<file path="config.mk">
export PLATFORM = sky130hd
export DESIGN_NAME = mailbox_doorbell_registers_unit
export DESIGN_NICKNAME = d
export VERILOG_FILES = /design/src/design/mdr_pkg.sv /design/src/design/mailbox_doorbell_registers_unit.sv /design/src/design/mdr_ctrl.sv /design/src/design/mdr_datapath.sv
export VERILOG_INCLUDE_DIRS = /design/src /design/src/design
export SDC_FILE = /design/constraint.sdc
export NUM_CORES = 2
export LEC_CHECK = 0
export BUFFER_PORTS_ARGS = -buffer_cell sky130_fd_sc_hd__clkbuf_2
export CAP_MARGIN = 20
export CORE_ASPECT_RATIO = 0.7
export CORE_MARGIN = 2
export CORE_UTILIZATION = 50
export DETAILED_ROUTE_END_ITERATION = 6
export MAX_ROUTING_LAYER = met4
export PLACE_DENSITY_LB_ADDON = 0.12
export REMOVE_ABC_BUFFERS = 1
export SLEW_MARGIN = 20
export SYNTH_ARGS = -nofsm -noshare
export SYNTH_HDL_FRONTEND = slang
export SYNTH_SLANG_ARGS = --single-unit
export TNS_END_PERCENT = 10
</file>
<file path="constraint.sdc">
create_clock -name clk -period 4.98 [get_ports clk]
set_input_delay 0.498 -clock clk [delete_from_list [all_inputs] [get_ports clk]]
set_output_delay 0.498 -clock clk [all_outputs]
set_load 0.02 [all_outputs]
</file>
<file path="src/design/mailbox_doorbell_registers_unit_assert.svh">
// Assertion macros for the mailbox doorbell register block.
// Used by the top level; expects clk and arst_n in scope.
`ifndef MAILBOX_DOORBELL_REGISTERS_UNIT_ASSERT_SVH
`define MAILBOX_DOORBELL_REGISTERS_UNIT_ASSERT_SVH

// Same-cycle implication, off while reset is asserted.
`define MDR_ASSERT_SAME(lbl, ante, cons) \
	lbl: assert property (@(posedge clk) disable iff (!arst_n) (ante) |-> (cons)) \
		else $error("mailbox doorbell assertion failed");

// Next-cycle implication, off while reset is asserted.
`define MDR_ASSERT_NEXT(lbl, ante, cons) \
	lbl: assert property (@(posedge clk) disable iff (!arst_n) (ante) |=> (cons)) \
		else $error("mailbox doorbell assertion failed");

`endif

</file>
<file path="src/design/mdr_pkg.sv">
// Shared types and opcode constants for the mailbox doorbell register block.
// No dependencies.
`default_nettype none

package mdr_pkg;

	localparam logic [3:0] OP_READ_STATUS  = 4'd0;
	localparam logic [3:0] OP_SET_STATUS   = 4'd1;
	localparam logic [3:0] OP_CLEAR_STATUS = 4'd2;
	localparam logic [3:0] OP_SET_MASK     = 4'd3;
	localparam logic [3:0] OP_CLEAR_MASK   = 4'd4;
	localparam logic [3:0] OP_READ_MASK    = 4'd5;
	localparam logic [3:0] OP_WRITE_REQ    = 4'd6;
	localparam logic [3:0] OP_READ_READY   = 4'd7;
	localparam logic [3:0] OP_READ_COUNT   = 4'd8;

	// Highest channel index the 4-bit channel field can reach, plus one.
	localparam int INDEX_SPAN = 16;

	typedef struct packed {
		logic [3:0]  opcode;
		logic [3:0]  channel_index;
		logic [31:0] write_data;
	} cmd_t;

	typedef struct packed {
		logic [31:0] read_data;
		logic        interrupt_pending;
		logic        request_flag;
	} res_t;

	// Controller to datapath commands.
	typedef struct packed {
		logic load;
		logic exec;
	} ctl_t;

endpackage

`default_nettype wire

</file>
<file path="src/design/mailbox_doorbell_registers_unit.sv">
// Top level of the mailbox doorbell register block: controller plus datapath.
// Depends on mdr_pkg, mdr_ctrl, mdr_datapath and the assertion macro header.
//
//  channel | signals            | transfer when
//  --------+--------------------+------------------------------
//  access  | start, busy, cmd   | start high and busy low
//  result  | done, result       | every cycle done is high
//
// Each access has an execute step, the read-modify-write on the addressed
// status or mask word, and then a step with the result on the ports. A new
// access can be taken in the cycle the previous result is shown, but not
// while one is executing. Reset clears all status and mask words, the
// pending flags and the access request at once. The receiver cannot stall;
// busy is high only during the execute cycle.
`default_nettype none

`include "mailbox_doorbell_registers_unit_assert.svh"

module mailbox_doorbell_registers_unit
	import mdr_pkg::*;
#(
	parameter int CHANNELS = 16
) (
	input  wire logic clk,
	input  wire logic arst_n,
	input  wire logic start,
	input  wire cmd_t cmd,
	output logic      busy,
	output logic      done,
	output res_t      result
);

	ctl_t ctl;

	// Sequence each access: latch, execute, present.
	mdr_ctrl u_ctrl (
		.clk    (clk),
		.arst_n (arst_n),
		.start  (start),
		.busy   (busy),
		.done   (done),
		.ctl    (ctl)
	);

	// Hold the channel words and build the result.
	mdr_datapath #(
		.CHANNELS (CHANNELS)
	) u_datapath (
		.clk    (clk),
		.arst_n (arst_n),
		.ctl    (ctl),
		.cmd    (cmd),
		.result (result)
	);

	// Result strobe never overlaps the execute cycle.
	`MDR_ASSERT_SAME(a_done_not_busy, done, !busy)
	// An accepted access executes in the next cycle.
	`MDR_ASSERT_NEXT(a_accept_exec, start && !busy, busy)
	// Execution always ends in a result transfer.
	`MDR_ASSERT_NEXT(a_exec_done, busy, done)
	// A request write shows up on request_flag with its result.
	`MDR_ASSERT_NEXT(a_req_mirror, start && !busy && cmd.opcode == OP_WRITE_REQ,
		##1 (result.request_flag == $past(cmd.write_data[0], 2)))

endmodule

`default_nettype wire

</file>
<file path="src/design/mdr_ctrl.sv">
// Access sequencer for the mailbox doorbell register block.
// Depends on mdr_pkg for the ctl_t control struct.
`default_nettype none

module mdr_ctrl
	import mdr_pkg::*;
(
	input  wire logic clk,
	input  wire logic arst_n,
	input  wire logic start,
	output logic      busy,
	output logic      done,
	output ctl_t      ctl
);

	localparam logic [1:0] ST_IDLE = 2'd0;
	localparam logic [1:0] ST_EXEC = 2'd1;
	localparam logic [1:0] ST_DONE = 2'd2;

	logic [1:0] state_q;
	logic [1:0] state_next;
	logic       accept;

	assign busy   = (state_q == ST_EXEC);
	assign done   = (state_q == ST_DONE);
	assign accept = start && !busy;

	assign ctl.load = accept;
	assign ctl.exec = busy;

	always_comb begin
		state_next = state_q;
		case (state_q)
			ST_IDLE: begin
				if (accept) state_next = ST_EXEC;
			end
			ST_EXEC: begin
				state_next = ST_DONE;
			end
			ST_DONE: begin
				state_next = accept ? ST_EXEC : ST_IDLE;
			end
			default: begin
				state_next = ST_IDLE;
			end
		endcase
	end

	always_ff @(posedge clk or negedge arst_n) begin
		if (!arst_n) begin
			state_q <= ST_IDLE;
		end else begin
			state_q <= state_next;
		end
	end

endmodule

`default_nettype wire

</file>
<file path="src/design/mdr_datapath.sv">
// Channel status and mask storage with read-modify-write logic.
// Depends on mdr_pkg for payload types and opcodes.
`default_nettype none

module mdr_datapath
	import mdr_pkg::*;
#(
	parameter int CHANNELS = 16
) (
	input  wire logic clk,
	input  wire logic arst_n,
	input  wire ctl_t ctl,
	input  wire cmd_t cmd,
	output res_t      result
);

	localparam int DEPTH = (CHANNELS < INDEX_SPAN) ? CHANNELS : INDEX_SPAN;
	localparam int IW    = (DEPTH > 1) ? $clog2(DEPTH) : 1;

	cmd_t             cmd_q;
	res_t             res_q;
	logic [31:0]      status_q [DEPTH];
	logic [31:0]      mask_q   [DEPTH];
	logic [DEPTH-1:0] pend_q;
	logic             req_q;

	logic [IW-1:0]    idx;
	logic             ch_ok;
	logic [31:0]      cur_s;
	logic [31:0]      cur_m;
	logic [31:0]      new_s;
	logic [31:0]      new_m;
	logic [31:0]      rd;
	logic             new_req;
	logic [DEPTH-1:0] pend_next;

	assign idx   = cmd_q.channel_index[IW-1:0];
	assign ch_ok = int'(cmd_q.channel_index) < CHANNELS;
	assign cur_s = ch_ok ? status_q[idx] : '0;
	assign cur_m = ch_ok ? mask_q[idx] : '0;

	always_comb begin
		new_s   = cur_s;
		new_m   = cur_m;
		new_req = req_q;
		rd      = '0;
		case (cmd_q.opcode)
			OP_READ_STATUS:  rd = cur_s;
			OP_SET_STATUS:   new_s = cur_s | cmd_q.write_data;
			OP_CLEAR_STATUS: new_s = cur_s & ~cmd_q.write_data;
			OP_SET_MASK:     new_m = cur_m | cmd_q.write_data;
			OP_CLEAR_MASK:   new_m = cur_m & ~cmd_q.write_data;
			OP_READ_MASK:    rd = cur_m;
			OP_WRITE_REQ:    new_req = cmd_q.write_data[0];
			OP_READ_READY:   rd = {31'b0, req_q};
			OP_READ_COUNT:   rd = 32'(CHANNELS);
			default:         rd = '0;
		endcase
	end

	// Per-channel pending flag tracks the written word's unmasked bits.
	always_comb begin
		pend_next = pend_q;
		if (ch_ok) pend_next[idx] = |(new_s & ~new_m);
	end

	always_ff @(posedge clk) begin
		if (ctl.load) cmd_q <= cmd;
		if (ctl.exec) begin
			res_q.read_data         <= rd;
			res_q.interrupt_pending <= |pend_next;
			res_q.request_flag      <= new_req;
		end
	end

	always_ff @(posedge clk or negedge arst_n) begin
		if (!arst_n) begin
			for (int c = 0; c < DEPTH; c++) begin
				status_q[c] <= '0;
				mask_q[c]   <= '0;
			end
			pend_q <= '0;
			req_q  <= 1'b0;
		end else if (ctl.exec) begin
			if (ch_ok) begin
				status_q[idx] <= new_s;
				mask_q[idx]   <= new_m;
			end
			pend_q <= pend_next;
			req_q  <= new_req;
		end
	end

	assign result = res_q;

endmodule

`default_nettype wire

</file>
Word level (Yosys, flattened, before mapping)
Index checks and enable logic that the tools add are counted.
- shift operators: 0
- add/sub/neg operators: 0
- equal/unequal tests: 11
- divide/modulo/power cells: 0
- muxes and demuxes: 20
- multipliers: 0
- bitwise gates (word level): 8
- reduce and logical (&&, ||, !) cells: 8
- $lt $le $gt $ge: 4
- operator list (cell ; number):
    $bwmux 512 ; 2
    $bmux 32 s4 ; 2
    $mux 32 ; 5
    $demux 32 s4 ; 1
    $pmux 32 s2 ; 2
    $pmux 32 s4 ; 1
    $and 32x32->32 ; 3
    $not 32->32 ; 2
    $or 32x32->32 ; 2
    $reduce_or 32->1 ; 1
    $bwmux 16 ; 1
    $eq 4x3->1 const B ; 4
    $reduce_or 16->1 ; 1
    $eq 4x2->1 const B ; 2
    $pmux 2 s3 ; 1
    $ge 5x5->1 const B ; 1
    $lt 4x5->1 const B ; 1
    $lt 5x1->1 const B ; 1
    $not 4->5 ; 1
    $demux 1 s4 ; 1
    $eq 4x1->1 const B ; 1
    $eq 4x4->1 const B ; 1
    $ge 4x1->1 const B ; 1
    $logic_not 4->1 ; 1
    8 further kinds ; 12
- logic and storage cells: 92
- input port bits: 43
- bits in writable memories: 0
- bits in latches: 0
- bits in registers: 1117
- memory bits (read-only): 0
- memories kept: 0

Longest topological paths before layout
- depth after elaboration: 11
- depth in mapped cells: 15
- mapped depth without buffers: 8

Hierarchy
A second synthesis with hierarchy kept.
- cell total of the unflattened synthesis: 4485
- area, all modules: 49203.4 sq um
- by module, submodules not included (module ; instances ; seq. area each (sq um) ; cells an instance ; area an instance (sq um)):
    mdr_datapath ; 1 ; 28272.1 ; 4476 ; 49095.8
    mdr_ctrl ; 1 ; 50.0 ; 9 ; 107.6

Worst setup path before layout
No wires, ideal clock.
- path type: reg-to-reg
- start: register u_datapath.cmd_q, in the netlist u_datapath.idx[1]
- end: register u_datapath.res_q, in the netlist u_datapath.result[1], data pin
- required time: 4.715 ns
- period minus slack after synthesis: 3.071 ns
- path buffers: 3
- slack: 1.909 ns
- data arrival time: 2.806 ns
- cell stages (with the launch flop): 12
- cells stage by stage: edfxtp_1 -> buf_6 -> buf_2 -> mux4_2 -> mux2i_1 -> nand2_1 -> a32oi_2 -> nand2b_1 -> nand4_1 -> nor4_4 -> buf_6 -> nand4_2
- longest elaborated chain between the ends: 11
- elaborated cells on any way between the ends: 23
- RTL lines (what ; RTL line ; text):
    start, declared ; mdr_datapath.sv:20 ; cmd_t cmd_q;
    start signal, assigned ; mdr_datapath.sv:68 ; if (ctl.load) cmd_q <= cmd;
    $not 4->5 (not written as such) ; mdr_datapath.sv:39, mdr_datapath.sv:40 ;
    $bmux 32 s4 ; mdr_datapath.sv:40 ; assign cur_m = ch_ok ? mask_q[idx] : '0;
    $mux 32 (not written as such) (2 in series) ; mdr_datapath.sv:40 ;
    $and 32x32->32 or $or 32x32->32 (tied branches) ; mdr_datapath.sv:52, mdr_datapath.sv:51 ;
    $pmux 32 s2 ; mdr_datapath.sv:47 ; case (cmd_q.opcode)
    $not 32->32 ; mdr_datapath.sv:64 ; if (ch_ok) pend_next[idx] = |(new_s & ~new_m);
    $and 32x32->32 ; mdr_datapath.sv:64 ;
    $reduce_or 32->1 ; mdr_datapath.sv:64 ;
    $bwmux 16 (*) ; mdr_datapath.sv:64 ;
    $reduce_or 16->1 (*) ; mdr_datapath.sv:71 ; res_q.interrupt_pending <= |pend_next;
    end, declared ; mdr_datapath.sv:21 ; res_t res_q;
Every way passes the cells marked *; elsewhere a longest branch is shown, timed or not. The select of a mux whose other input is x is not followed.
A chain may end at the register's enable or synchronous reset.

Final worst setup path
- start: register u_datapath.cmd_q, in the netlist u_datapath.idx[0]
- end: register u_datapath.pend_q[1]
- longest elaborated chain between the ends: 10
- elaborated cells on any way between the ends: 22
- RTL lines (what ; RTL line ; text):
    $not 4->5 (not written as such) ; mdr_datapath.sv:39, mdr_datapath.sv:40 ;
    $bmux 32 s4 ; mdr_datapath.sv:40 ;
    $mux 32 (not written as such) (2 in series) ; mdr_datapath.sv:40 ;
    $and 32x32->32 or $or 32x32->32 (tied branches) ; mdr_datapath.sv:52, mdr_datapath.sv:51 ;
    $pmux 32 s2 ; mdr_datapath.sv:47 ;
    $not 32->32 ; mdr_datapath.sv:64 ;
    $and 32x32->32 ; mdr_datapath.sv:64 ;
    $reduce_or 32->1 ; mdr_datapath.sv:64 ;
    $bwmux 16 (*) ; mdr_datapath.sv:64 ;
    end signal, assigned ; mdr_datapath.sv:89 ; pend_q <= pend_next;
    end, declared ; mdr_datapath.sv:24 ; logic [DEPTH-1:0] pend_q;
Marked as above.

==> impl_metrics.csv <==
group,metric,value,unit
outcome,status,"finished, final reports clean",
cts,path_clk_slew,0.07,ns
cts,post_cts_buffers,0,
layout,syn2layout_area_growth,12.31,%
route,drt_iter0_drc,3546,
cts,cts-root-buf,"clkbuf_16",
cts,cts_buffer_depth,3,
setup_path,cp_max_fo,19,
cts,hold_buffers,38,
setup_path,path_class,"reg2reg",
setup_path,worstPathArrival,4.92,ns
yosys,syn_area_per_cell,10.62,um^2
layout,multi_input_area,19840,um^2
floorplanning,die_w,382.2,um
power_and_ir_drop,total_power,25.13,mW
layout,layout-drive-gt1-share,15.13,%
cts,cts_resized,0,
yosys,synth_edf_count,74,
global_route,grt_usage,31.71,%
cts,cts_tree,"built",
sta,rsz0062_at_grt,"no",
floorplanning,start_util,50.23,%
setup_path,cp_slowest_cell,"edfxtp_1",
layout,nFillCells,8569,
sta,tns,0,ns
sta,hold_violations,0,
placement,place_ws,0.5659,ns
setup_path,crit_top_cell,"buf_4",
run,maxCapViolCount,0,
sta,fmax,0.2290,GHz
global_route,grt_pass1_vias,35250,
placement,numPortBuffers,78,
route,wl,155.9,mm
power_and_ir_drop,ir_drop,0.2773,mV
layout,regArea,28320,um^2
layout,utilization,56.42,%
sta,setup_viol,0,
global_route,grt-ovfl-total,0,
sta,fin_crit_sh,87.69,%
power_and_ir_drop,p_per_area,447.0,nW/um^2
yosys,ys_async_sr_fraction,93.38,%
sta,slew_viol_final,0,
setup_path,cp_top_family,"simple AND/OR/NAND/NOR gates",
route,vias,36650,
power_and_ir_drop,leakage,24.78,nW
layout,final_cells,6139,
layout,final_nets,4744,
global_route,grt_max_degree,132,
route,drtPass1Iterations,5,
global_route,antenna_found_initial,5,
route,vias_per_cell,5.970,
layout,final_cell_area,56220,um^2
yosys,ys_seq_elements,1117,
yosys,synth-main-ff-cell,"dfrtp_1",
floorplanning,die-area,102700,um^2
floorplanning,rows,97,
route,drc,0,
cts,clk_latency,0.73,ns
placement,place_area,52020,um^2
setup_path,critPathCaptureType,"register",
sta,worst_slew_pin_slew,1.172,ns
global_route,grt_pass1_wl,234.5,mm
yosys,syn-cell-area,50050,um^2
floorplanning,pin_count,79,
route,wire_per_inst,25.39,um
sta,post-route-min-period,4.367,ns
setup_path,critPathBufInv,3,
route,ant_nets,0,
sta,fin_skew,0.02265,ns
yosys,synth_cell_types,89,
yosys,seq_area_frac_synth,56.58,%
cts,cts_sinks,1117,
placement,gp_congestion,0.8975,
sta,setup_slack,0.6129,ns
hold_path,hp-class,"in2reg",
setup_path,path_cells,"and2b_2 -> buf_4 -> a221oi_1 -> nand3_1 -> and3_1 -> a222oi_1 -> buf_4 -> nand4_1 -> nor4_4 -> buf_4 -> a41oi_1",
setup_path,start_kind,"register",
floorplanning,die_h,268.7,um
sta,timing.hold.ws,0.05049,ns
sta,slew_headroom,21.21,%
yosys,syn_inst,4715,
floorplanning,core_area,99640,um^2
cts,cts_buffers,109,
setup_path,critPathMaxStageDelay,0.69,ns
placement,placedCellCount,5888,
yosys,yosys_warnings,0,
cts,htreeDepth,3,
setup_path,crit_required,5.53,ns
placement,dp_hpwl,90.97,mm
[synthesized netlist by cell type (27+ instances only)]
| library cell | number | share of area [%] |
|---|---|---|
| buf_2 | 49 | 0.49 |
| mux2i_1 | 194 | 3.9 |
| mux4_2 | 168 | 7.6 |
| dfrtp_1 | 1043 | 52 |
| buf_1 | 27 | 0.20 |
| nand2_1 | 994 | 7.5 |
| mux2_2 | 32 | 0.72 |
| nor2_1 | 280 | 2.1 |
| clkbuf_1 | 288 | 2.2 |
| a22oi_1 | 84 | 1.3 |
| edfxtp_1 | 74 | 4.4 |
| o22ai_1 | 30 | 0.37 |
| o21ai_0 | 817 | 8.2 |
| a21oi_1 | 266 | 2.7 |
[worst paths after layout]
| path | end | slack, ns | depth (start not counted) | start |
|---|---|---|---|---|
| hold reg to reg | u_datapath.status_q[38] | 0.47 | 2 | u_datapath.status_q[38] |
| min in group asynchronous | u_datapath.status_q[309] | 0.38 | 2 | arst_n |
| hold / removal | u_datapath.cmd_q[24] | 0.05 | 1 | cmd[24] |
| setup / recovery | u_datapath.pend_q[1] | 0.61 | 11 | u_datapath.idx[0] |
| setup reg to reg | u_datapath.pend_q[1] | 0.61 | 11 | u_datapath.idx[0] |
| max in group asynchronous | u_datapath.status_q[45] | 3.24 | 4 | arst_n |
[layout by cell type, fill, tap and decap left out, types with 14 or more instances in the layout]
cell type         n
and2_1           14
a22oi_1          84
buf_4           137
mux2_2           32
nor2_1          274
clkinv_2         30
clkbuf_2         77
dfrtp_1        1043
nor2b_1          14
nand2_1         982
o21ai_0         817
o22ai_1          30
clkbuf_8         29
a221oi_1         25
clkbuf_1         18
buf_12           36
mux2i_1         194
clkbuf_16       114
edfxtp_1         74
nand2b_1         24
nand3_1          21
a21oi_1         266
dlygate4sd3_1    38
nor3_1           14
mux4_2          168
[cell families (layout without fill, tap and decap cells)]
family	Yosys count	count (layout)	synth area share, %
AOI/OAI and AO/OA	1359	1359	15.62
DFF	1117	1117	56.58
muxes	395	395	12.21
and+or+nand+nor	1418	1418	11.44
other	0	5	0
buffers and inverters	426	509	4.147
[final cells by class]
type | count | area share [%]
Sequential cell | 1117 | 50.38
Antenna cell | 5 | 0.02226
Multi-Input combinational cell | 3172 | 35.29
Tap cell | 1336 | 2.974
Clock inverter | 47 | 0.8458
Timing Repair Buffer | 289 | 4.500
Inverter | 12 | 0.08458
Clock buffer | 161 | 5.905
[sequential cells by signal, summed over array words and instances, names as in the netlist]
name / count
u_datapath.mask_q: 512
u_datapath.status_q: 512
u_datapath.cmd_q: 36
u_datapath.result: 34
u_datapath.pend_q: 16
u_datapath.idx: 4
u_ctrl.state_q: 2
u_datapath.req_q: 1
[per-layer routing]
layer	global-route usage, %	routed length, um
met4	8.257	3849
met5	-	0
met3	7.432	13380
met1	47.08	72850
met2	43.76	65810
[report_power, final]
group	switching, mW	internal (mW)	total, mW
logic	2.62	1.88	4.50
registers	0.967	10.9	11.9
clock network	3.72	5.04	8.75
Power figures use the tool's default switching activity.
